`config.mk`:
```
export PLATFORM = sky130hd
export DESIGN_NAME = psnr_accumulator_top
export DESIGN_NICKNAME = d
export VERILOG_FILES = /design/src/sv/psnr_acc_pkg.sv /design/src/sv/psnr_acc_front.sv /design/src/sv/psnr_acc_fifo.sv /design/src/sv/psnr_acc_log2.sv /design/src/sv/psnr_acc_back.sv /design/src/sv/psnr_accumulator_top.sv
export SDC_FILE = /design/constraint.sdc
export NUM_CORES = 2
export LEC_CHECK = 0
export BUFFER_PORTS_ARGS = -buffer_cell sky130_fd_sc_hd__buf_2
export CORE_UTILIZATION = 35
export DETAILED_ROUTE_END_ITERATION = 8
export PLACE_DENSITY = 0.61
export SYNTH_ARGS = -nofsm -noshare
export SYNTH_HDL_FRONTEND = slang
export SYNTH_SLANG_ARGS = --single-unit
```
`constraint.sdc`:
```
create_clock -name clk -period 10.4 [get_ports clk]
set_input_delay 2.08 -clock clk [delete_from_list [all_inputs] [get_ports clk]]
set_output_delay 2.08 -clock clk [all_outputs]
set_load 0.005 [all_outputs]
```
`src/sv/psnr_acc_pkg.sv`:
```
package psnr_acc_pkg;

  localparam int SAMPLE_BITS  = 16;
  localparam int ERR_BITS     = 58;
  localparam int CNT_MAX_BITS = 28;
  localparam int SQ_BITS      = 2 * SAMPLE_BITS;
  localparam int FRAC_BITS    = 16;
  localparam int EXP_BITS     = 6;
  localparam int LOG_BITS     = EXP_BITS + FRAC_BITS;
  localparam int NORM_BITS    = 64;
  localparam int MANT_BITS    = 32;
  localparam int NORM_STEPS   = 6;
  localparam int FIFO_DEPTH   = 2;
  localparam int PSNR_BITS    = 16;

  localparam logic [17:0] TEN_LOG10_2_Q16 = 18'd197283;

  localparam logic [1:0] STATUS_OK        = 2'd0;
  localparam logic [1:0] STATUS_EXACT     = 2'd1;
  localparam logic [1:0] STATUS_ZERO_PEAK = 2'd2;

  localparam logic signed [PSNR_BITS-1:0] PSNR_MAX = 16'sh7fff;
  localparam logic signed [PSNR_BITS-1:0] PSNR_MIN = 16'sh8000;

  localparam logic signed [SAMPLE_BITS-1:0] PEAK_RESET = {1'b1, {(SAMPLE_BITS-1){1'b0}}};

  typedef struct packed {
    logic signed [SAMPLE_BITS-1:0] orig_sample;
    logic signed [SAMPLE_BITS-1:0] approx_sample;
    logic                          last_sample;
  } in_item_t;

  typedef struct packed {
    logic signed [PSNR_BITS-1:0] psnr_db;
    logic [1:0]                  psnr_status;
  } out_item_t;

  typedef struct packed {
    logic signed [SAMPLE_BITS-1:0] peak;
    logic [ERR_BITS-1:0]           err_sum;
    logic [CNT_MAX_BITS-1:0]       count;
  } job_t;

endpackage

```
`src/sv/psnr_acc_front.sv`:
```
module psnr_acc_front
  import psnr_acc_pkg::*;
#(
  parameter int COUNT_BITS = 24
) (
  input  logic     clk,
  input  logic     rst_n,
  input  logic     in_valid,
  output logic     in_ready,
  input  in_item_t in_data,
  output logic     job_valid,
  input  logic     job_ready,
  output job_t     job_data
);

  logic                          s1_valid_r;
  logic                          s1_last_r;
  logic signed [SAMPLE_BITS-1:0] s1_orig_r;
  logic [SQ_BITS-1:0]            s1_sq_r;

  logic signed [SAMPLE_BITS-1:0] peak_r, peak_nxt;
  logic [ERR_BITS-1:0]           sum_r, sum_nxt;
  logic [COUNT_BITS-1:0]         cnt_r, cnt_nxt;

  logic signed [SAMPLE_BITS:0]   diff;
  logic [SAMPLE_BITS-1:0]        abs_diff;
  logic [ERR_BITS:0]             sum_wide;
  logic                          advance;
  logic                          in_xfer;

  assign diff     = {in_data.orig_sample[SAMPLE_BITS-1], in_data.orig_sample}
                  - {in_data.approx_sample[SAMPLE_BITS-1], in_data.approx_sample};
  assign abs_diff = diff[SAMPLE_BITS] ? SAMPLE_BITS'(-diff) : diff[SAMPLE_BITS-1:0];

  assign advance  = s1_valid_r && (!s1_last_r || job_ready);
  assign in_ready = !s1_valid_r || advance;
  assign in_xfer  = in_valid && in_ready;

  assign sum_wide = {1'b0, sum_r} + (ERR_BITS+1)'(s1_sq_r);

  always_comb begin
    peak_nxt = (s1_orig_r > peak_r) ? s1_orig_r : peak_r;
    sum_nxt  = sum_wide[ERR_BITS] ? {ERR_BITS{1'b1}} : sum_wide[ERR_BITS-1:0];
    cnt_nxt  = (cnt_r == {COUNT_BITS{1'b1}}) ? cnt_r : cnt_r + 1'b1;
  end

  assign job_valid        = s1_valid_r && s1_last_r;
  assign job_data.peak    = peak_nxt;
  assign job_data.err_sum = sum_nxt;
  assign job_data.count   = CNT_MAX_BITS'(cnt_nxt);

  always_ff @(posedge clk) begin
    if (!rst_n) begin
      s1_valid_r <= 1'b0;
      peak_r     <= PEAK_RESET;
      sum_r      <= '0;
      cnt_r      <= '0;
    end else begin
      if (in_xfer) begin
        s1_valid_r <= 1'b1;
      end else if (advance) begin
        s1_valid_r <= 1'b0;
      end
      if (advance) begin
        if (s1_last_r) begin
          peak_r <= PEAK_RESET;
          sum_r  <= '0;
          cnt_r  <= '0;
        end else begin
          peak_r <= peak_nxt;
          sum_r  <= sum_nxt;
          cnt_r  <= cnt_nxt;
        end
      end
    end
  end

  always_ff @(posedge clk) begin
    if (in_xfer) begin
      s1_last_r <= in_data.last_sample;
      s1_orig_r <= in_data.orig_sample;
      s1_sq_r   <= abs_diff * abs_diff;
    end
  end

endmodule

```
`src/sv/psnr_acc_fifo.sv`:
```
module psnr_acc_fifo
  import psnr_acc_pkg::*;
(
  input  logic clk,
  input  logic rst_n,
  input  logic push_valid,
  output logic push_ready,
  input  job_t push_data,
  output logic pop_valid,
  input  logic pop_ready,
  output job_t pop_data
);

  localparam int PTR_BITS = $clog2(FIFO_DEPTH);

  job_t                mem_r [FIFO_DEPTH];
  logic [PTR_BITS-1:0] wr_ptr_r;
  logic [PTR_BITS-1:0] rd_ptr_r;
  logic [PTR_BITS:0]   fill_r;
  logic                push;
  logic                pop;

  assign push_ready = (fill_r != (PTR_BITS+1)'(FIFO_DEPTH));
  assign pop_valid  = (fill_r != '0);
  assign push       = push_valid && push_ready;
  assign pop        = pop_valid && pop_ready;
  assign pop_data   = mem_r[rd_ptr_r];

  always_ff @(posedge clk) begin
    if (!rst_n) begin
      wr_ptr_r <= '0;
      rd_ptr_r <= '0;
      fill_r   <= '0;
    end else begin
      if (push) begin
        wr_ptr_r <= wr_ptr_r + 1'b1;
      end
      if (pop) begin
        rd_ptr_r <= rd_ptr_r + 1'b1;
      end
      if (push && !pop) begin
        fill_r <= fill_r + 1'b1;
      end else if (pop && !push) begin
        fill_r <= fill_r - 1'b1;
      end
    end
  end

  always_ff @(posedge clk) begin
    if (push) begin
      mem_r[wr_ptr_r] <= push_data;
    end
  end

endmodule

```
`src/sv/psnr_acc_log2.sv`:
```
module psnr_acc_log2
  import psnr_acc_pkg::*;
(
  input  logic                clk,
  input  logic                rst_n,
  input  logic                start,
  input  logic [ERR_BITS-1:0] x,
  output logic                done,
  output logic [LOG_BITS-1:0] result
);

  localparam int STEP_BITS = 5;
  localparam logic [STEP_BITS-1:0] LAST_STEP = STEP_BITS'(NORM_STEPS + FRAC_BITS - 1);

  logic                  busy_r;
  logic                  done_r;
  logic [STEP_BITS-1:0]  step_r;
  logic [NORM_BITS-1:0]  xn_r;
  logic [EXP_BITS-1:0]   e_r;
  logic [FRAC_BITS-1:0]  frac_r;

  logic [6:0]            shamt;
  logic                  top_zero;
  logic [2*MANT_BITS-1:0] sq;
  logic [MANT_BITS:0]    q;
  logic                  norm_phase;

  assign norm_phase = (step_r < STEP_BITS'(NORM_STEPS));
  assign shamt      = 7'd32 >> step_r[2:0];
  assign top_zero   = ((xn_r >> (7'd64 - shamt)) == '0);
  assign sq         = xn_r[NORM_BITS-1 -: MANT_BITS] * xn_r[NORM_BITS-1 -: MANT_BITS];
  assign q          = sq[2*MANT_BITS-1:MANT_BITS-1];

  assign done   = done_r;
  assign result = {e_r, frac_r};

  always_ff @(posedge clk) begin
    if (!rst_n) begin
      busy_r <= 1'b0;
      done_r <= 1'b0;
      step_r <= '0;
    end else begin
      done_r <= 1'b0;
      if (start) begin
        busy_r <= 1'b1;
        step_r <= '0;
      end else if (busy_r) begin
        step_r <= step_r + 1'b1;
        if (step_r == LAST_STEP) begin
          busy_r <= 1'b0;
          done_r <= 1'b1;
        end
      end
    end
  end

  always_ff @(posedge clk) begin
    if (start) begin
      xn_r <= NORM_BITS'(x);
      e_r  <= {EXP_BITS{1'b1}};
    end else if (busy_r) begin
      if (norm_phase) begin
        if (top_zero) begin
          xn_r <= xn_r << shamt;
          e_r  <= e_r - shamt[EXP_BITS-1:0];
        end
      end else if (q[MANT_BITS]) begin
        xn_r[NORM_BITS-1 -: MANT_BITS] <= q[MANT_BITS:1];
        frac_r <= {frac_r[FRAC_BITS-2:0], 1'b1};
      end else begin
        xn_r[NORM_BITS-1 -: MANT_BITS] <= q[MANT_BITS-1:0];
        frac_r <= {frac_r[FRAC_BITS-2:0], 1'b0};
      end
    end
  end

endmodule

```
`src/sv/psnr_acc_back.sv`:
```
module psnr_acc_back
  import psnr_acc_pkg::*;
(
  input  logic      clk,
  input  logic      rst_n,
  input  logic      job_valid,
  output logic      job_ready,
  input  job_t      job_data,
  output logic      out_valid,
  input  logic      out_ready,
  output out_item_t out_data
);

  localparam logic [2:0] S_IDLE  = 3'd0;
  localparam logic [2:0] S_CHECK = 3'd1;
  localparam logic [2:0] S_LOG   = 3'd2;
  localparam logic [2:0] S_MUL   = 3'd3;
  localparam logic [2:0] S_FIN   = 3'd4;
  localparam logic [2:0] S_OUT   = 3'd5;

  localparam int L_BITS   = LOG_BITS + 2;
  localparam int MAG_BITS = L_BITS - 1 + 18;

  logic [2:0]                  state_r, state_nxt;
  logic [1:0]                  op_r;
  job_t                        job_r;
  logic [SQ_BITS-1:0]          psq_r;
  logic signed [L_BITS-1:0]    l_r;
  logic [MAG_BITS-1:0]         mag_r;
  logic                        neg_r;
  out_item_t                   res_r;

  logic [SAMPLE_BITS-1:0]      pm;
  logic [1:0]                  sel;
  logic                        log_start;
  logic [ERR_BITS-1:0]         log_x;
  logic                        log_done;
  logic [LOG_BITS-1:0]         log_res;
  logic signed [L_BITS-1:0]    log_ext;
  logic [L_BITS-2:0]           l_abs;
  logic [MAG_BITS:0]           rnd;
  logic [MAG_BITS-24:0]        r;
  logic signed [PSNR_BITS-1:0] fin_db;

  assign pm = job_data.peak[SAMPLE_BITS-1] ? SAMPLE_BITS'(-job_data.peak)
                                           : job_data.peak;

  assign job_ready = (state_r == S_IDLE);
  assign out_valid = (state_r == S_OUT);
  assign out_data  = res_r;

  assign sel       = (state_r == S_CHECK) ? 2'd0 : op_r + 1'b1;
  assign log_start = ((state_r == S_CHECK) && (job_r.err_sum != '0) && (job_r.peak != '0))
                  || ((state_r == S_LOG) && log_done && (op_r != 2'd2));

  always_comb begin
    unique case (sel)
      2'd0:    log_x = ERR_BITS'(psq_r);
      2'd1:    log_x = ERR_BITS'(job_r.count);
      default: log_x = job_r.err_sum;
    endcase
  end

  psnr_acc_log2 u_log2 (
    .clk    (clk),
    .rst_n  (rst_n),
    .start  (log_start),
    .x      (log_x),
    .done   (log_done),
    .result (log_res)
  );

  assign log_ext = $signed({2'b00, log_res});
  assign l_abs   = l_r[L_BITS-1] ? (L_BITS-1)'(-l_r) : l_r[L_BITS-2:0];
  assign rnd     = {1'b0, mag_r} + (MAG_BITS+1)'(1 << 23);
  assign r       = rnd[MAG_BITS:24];

  always_comb begin
    if (neg_r) begin
      fin_db = (r > (MAG_BITS-23)'(32768)) ? PSNR_MIN : PSNR_BITS'(-r);
    end else begin
      fin_db = (r > (MAG_BITS-23)'(32767)) ? PSNR_MAX : r[PSNR_BITS-1:0];
    end
  end

  always_comb begin
    state_nxt = state_r;
    unique case (state_r)
      S_IDLE: begin
        if (job_valid) begin
          state_nxt = S_CHECK;
        end
      end
      S_CHECK: begin
        if (log_start) begin
          state_nxt = S_LOG;
        end else begin
          state_nxt = S_OUT;
        end
      end
      S_LOG: begin
        if (log_done && (op_r == 2'd2)) begin
          state_nxt = S_MUL;
        end
      end
      S_MUL:   state_nxt = S_FIN;
      S_FIN:   state_nxt = S_OUT;
      S_OUT: begin
        if (out_ready) begin
          state_nxt = S_IDLE;
        end
      end
      default: state_nxt = S_IDLE;
    endcase
  end

  always_ff @(posedge clk) begin
    if (!rst_n) begin
      state_r <= S_IDLE;
      op_r    <= '0;
    end else begin
      state_r <= state_nxt;
      if (state_r == S_CHECK) begin
        op_r <= '0;
      end else if ((state_r == S_LOG) && log_done) begin
        op_r <= op_r + 1'b1;
      end
    end
  end

  always_ff @(posedge clk) begin
    unique case (state_r)
      S_IDLE: begin
        if (job_valid) begin
          job_r <= job_data;
          psq_r <= pm * pm;
        end
      end
      S_CHECK: begin
        if (job_r.err_sum == '0) begin
          res_r.psnr_db     <= PSNR_MAX;
          res_r.psnr_status <= STATUS_EXACT;
        end else if (job_r.peak == '0) begin
          res_r.psnr_db     <= PSNR_MIN;
          res_r.psnr_status <= STATUS_ZERO_PEAK;
        end
      end
      S_LOG: begin
        if (log_done) begin
          unique case (op_r)
            2'd0:    l_r <= log_ext;
            2'd1:    l_r <= l_r + log_ext;
            default: l_r <= l_r - log_ext;
          endcase
        end
      end
      S_MUL: begin
        mag_r <= l_abs * TEN_LOG10_2_Q16;
        neg_r <= l_r[L_BITS-1];
      end
      S_FIN: begin
        res_r.psnr_db     <= fin_db;
        res_r.psnr_status <= STATUS_OK;
      end
      default: begin
      end
    endcase
  end

endmodule

```
`src/sv/psnr_accumulator_top.sv`:
```
// Each transfer is registered with its squared error, then added into the running state.
// Result: after the last sample's transfer, out_valid rises once three log2 passes of one
// shared normalize/square unit and the scale and round finish; zero error or peak skips them.
// Throughput: one sample per cycle unless a last sample waits on a full job queue; the back
// end takes a set once the last result leaves; a two-entry job queue lets new sets stream in.
// Reset: synchronous, active low; clears the running state, queue and any pending result.
module psnr_accumulator_top
  import psnr_acc_pkg::*;
#(
  parameter int COUNT_BITS = 24
) (
  input  logic      clk,
  input  logic      rst_n,
  input  logic      in_valid,
  output logic      in_ready,
  input  in_item_t  in_data,
  output logic      out_valid,
  input  logic      out_ready,
  output out_item_t out_data
);

  logic push_valid, push_ready, pop_valid, pop_ready;
  job_t push_data, pop_data;

  psnr_acc_front #(
    .COUNT_BITS (COUNT_BITS)
  ) u_front (
    .clk       (clk),
    .rst_n     (rst_n),
    .in_valid  (in_valid),
    .in_ready  (in_ready),
    .in_data   (in_data),
    .job_valid (push_valid),
    .job_ready (push_ready),
    .job_data  (push_data)
  );

  psnr_acc_fifo u_fifo (
    .clk        (clk),
    .rst_n      (rst_n),
    .push_valid (push_valid),
    .push_ready (push_ready),
    .push_data  (push_data),
    .pop_valid  (pop_valid),
    .pop_ready  (pop_ready),
    .pop_data   (pop_data)
  );

  psnr_acc_back u_back (
    .clk       (clk),
    .rst_n     (rst_n),
    .job_valid (pop_valid),
    .job_ready (pop_ready),
    .job_data  (pop_data),
    .out_valid (out_valid),
    .out_ready (out_ready),
    .out_data  (out_data)
  );

endmodule
```
==> flow_metrics.tcl <==
set metrics [dict create \
    relSlewSlack_pct 15.3 \
    grt.total_usage_pct 18.7 \
    hpwlAfterDp_mm 178 \
    hold_depth 1 \
    fp.dieW_um 490 \
    worstHoldPathType "reg -> reg" \
    crit_path_end "u_front.s1_sq_r[28]$_DFFE_PP_" \
    reg2reg_slack_ns 0.61 \
    holdBufCountCts 0 \
    antenna_found_initial 6 \
    syn-instance-count 8554 \
    yosysUniqueCellTypes 93 \
    port-buffer-count 56 \
    clk_pin_slew_ns 0.06 \
    via_count 60200 \
    firstDrtPassIters 6 \
    drtIter0Drc 3861 \
    final_cells 11900 \
    ys_seq_area_share_pct 21.3 \
    critPathKind "in -> reg" \
    die_y_um 490 \
    synth_top_area_share_pct 29.2 \
    hold_violations 0 \
    crit_top_cell "fa_1" \
    ff2ff_path_depth 26 \
    final_nets 10700 \
    final_max_slew_viol_count 0 \
    grt_setup_unrepaired "false" \
    clockRootBuffer "clkbuf_16" \
    r2r-start "u_back.u_log2.xn_r[47]$_DFFE_PP_" \
    r2r_end "u_back.u_log2.xn_r[60]$_SDFFE_PN0P_" \
    remaining_drc_errors 0 \
    area_growth_pct 9.59 \
    core_area_um2 236000 \
    yosys-top-cells-area "fa_1 (29%), edfxtp_1 (18%), ha_1 (11%)" \
    placedCellCount 11800 \
    whs_ns 0.476 \
    avgSynthCellArea_um2 9.74 \
    ys_ff_latch 635 \
    cp.arrival_ns 10.34 \
    cts_tree "yes" \
    drive_gt1_share_pct 7.90 \
    cp_max_fo 4 \
    wl_mm 222 \
    min_period_over_period_pct 95.6 \
    htree_levels 3 \
    crit_path_start "in_data[17]" \
    grt_max_degree 74 \
    num_rows 178 \
    viasPerCell 5.06 \
    synth_ff_type "edfxtp_1" \
    tightest_slew_ns 1.27 \
    clock_path_buffers 3 \
    ios 57 \
    cts_inserted_buffers 69 \
    yosys_warnings 0 \
    cts.sinks 635 \
    grt_pass1_vias 64200 \
    worst_setup_path_end_kind "flip-flop" \
    wl_per_cell_um 18.7 \
    netlist_area_um2 83400 \
    drtAntennaViolNets 0 \
    globalplace.congestion 0.919 \
    async_flop_share_pct 0 \
    initial_utilization_pct 35.3 \
    cpPeakStageDelay_ns 0.52 \
    fin_tns_setup_ns 0 \
    synth_edf_count 507 \
    crit_slowest_cell "fa_1" \
    setup_viol 0 \
    grt-ovfl-total 0 \
    fmax_ghz 0.101 \
    fin_worst_skew_ns 0.0218 \
    final_core_util_pct 38.7 \
    dieArea_um2 240000 \
    yosysTopAreaCell "fa_1" \
    start_kind "input port" \
    maxCapViolCount 0 \
    status "complete, no violations" \
    cp.required_ns 10.80 \
    period_needed_ns 9.95 \
    clock_latency_ns 0.66 \
    grt_pass1_wl_mm 357 \
]
layout make-up:
cell class | count | area, um2
Antenna cell | 3 | 7.51
Clock inverter | 36 | 408
Timing Repair Buffer | 376 | 2740
Inverter | 1772 | 6650
Multi-Input combinational cell | 5825 | 57900
Sequential cell | 635 | 17800
Tap cell | 3150 | 3940
Clock buffer | 91 | 1920
Fill cell | 23200 | 145000
how the worst min path moves through the flow:
stage | from | end | slack (ns)
floorplan | u_front.sum_r[38]$_SDFFE_PN0P_ | u_front.sum_r[38]$_SDFFE_PN0P_ | 0.45
global placement | u_front.peak_r[12]$_SDFFE_PN0P_ | u_front.peak_r[12]$_SDFFE_PN0P_ | 0.46
detailed placement | u_front.peak_r[12]$_SDFFE_PN0P_ | u_front.peak_r[12]$_SDFFE_PN0P_ | 0.46
CTS | u_front.peak_r[7]$_SDFFE_PN0P_ | u_front.peak_r[7]$_SDFFE_PN0P_ | 0.48
global route | u_front.peak_r[7]$_SDFFE_PN0P_ | u_front.peak_r[7]$_SDFFE_PN0P_ | 0.50
finish | u_front.peak_r[10]$_SDFFE_PN0P_ | u_front.peak_r[10]$_SDFFE_PN0P_ | 0.48
flip-flops by register name, indices dropped and copies added (netlist names), 5 cells and up, named ones only:
name	count
u_back.u_log2.frac_r	16
u_front.s1_orig_r	16
u_front.peak_r	16
u_front.sum_r	58
u_front.s1_sq_r	31
u_front.cnt_r	24
u_back.psq_r	31
u_back.mag_r	18
u_back.u_log2.step_r	5
u_back.u_log2.e_r	6
u_back.job_r	97
u_fifo.mem_r	196
u_back.u_log2.xn_r	64
u_back.out_data	18
u_back.l_r	24
routing by layer:
layer / track usage [%] / vias to the layer above / part of all wire [%]
li1: - / 28100 / -
met1: 25.0 / 30200 / 44
met2: 31.3 / 1589 / 47
met3: 2.42 / 340 / 5.2
met4: 5.34 / 2 / 3.1
met5: 0 / - / 0.0058
Yosys cell counts (14+ instances only):
library cell,number
a2111oi_0,14
a211oi_1,44
a21boi_0,18
a21o_1,136
a21oi_1,289
a221oi_1,27
a22o_1,56
a22oi_1,52
a31oi_1,48
and2_1,228
and3_1,90
buf_1,28
buf_2,20
clkbuf_1,284
dfxtp_1,128
edfxtp_1,507
fa_1,1216
ha_1,759
inv_1,1757
mux2_2,104
mux2i_1,197
nand2_1,690
nand2b_1,48
nand3_1,128
nand4_1,45
nor2_1,449
nor2b_1,58
nor3_1,79
nor4_1,33
o211ai_1,45
o21a_1,39
o21ai_0,224
o21bai_1,38
o22ai_1,22
o31ai_1,28
or2_2,32
or3_1,28
xnor2_1,204
xor2_1,132
kinds of logic (layout without fill, tap and decap cells):
logic type               Yosys count  count (layout)  share of synthesized area (%)
AO/OA/AOI/OAI                   1219            1219                           9.76
buffers and inverters           2104            2275                           9.50
AND/OR/NAND/NOR                 1971            1971                           11.2
adder cells (fa/ha/maj)         1975            1975                           40.6
other                              2              15                        0.00901
multiplexers                     310             310                           4.01
flip-flops                       635             635                           21.3
XOR/XNOR                         338             338                           3.58
layout by cell type, fill, tap and decap left out, types with 44 or more instances in the layout:
master,n
edfxtp_1,507
nand4_1,45
inv_1,1752
a211oi_1,44
a21oi_1,287
a31oi_1,47
and2_1,227
clkbuf_16,72
a22o_1,56
xnor2_1,203
a21o_1,136
nor2b_1,56
mux2i_1,197
nor3_1,76
and3_1,89
fa_1,1215
o21ai_0,221
o211ai_1,45
ha_1,758
buf_4,314
nand3_1,128
a22oi_1,52
mux2_2,104
dfxtp_1,127
nand2b_1,48
nor2_1,445
nand2_1,688
xor2_1,130
buf_2,56
critical path: cells and delay by family:
| family | cells | cell delay (ns) |
|---|---|---|
| AO/OA/AOI/OAI | 10 | 2.40 |
| XOR/XNOR | 2 | 0.22 |
| adder cells (fa/ha/maj) | 9 | 3.71 |
| buffers and inverters | 8 | 0.65 |
| AND/OR/NAND/NOR | 6 | 1.27 |
through the flow:
stage	cell area (um2)	setup WS [ns]
2_1_floorplan	83400	0.0137
3_3_place_gp	88900	-0.395
3_5_place_dp	88900	-0.531
4_1_cts	91200	0.193
5_1_grt	91300	0.00545
6_report	91400	0.454
timing repair:
item	CTS	global route
buffers inserted	0	6
endpoints found under the setup margin	0	8
gates resized for setup	0	22
Power is not shown: default switching activity piles up to over one toggle a cycle in this logic, so the estimate is an artifact.
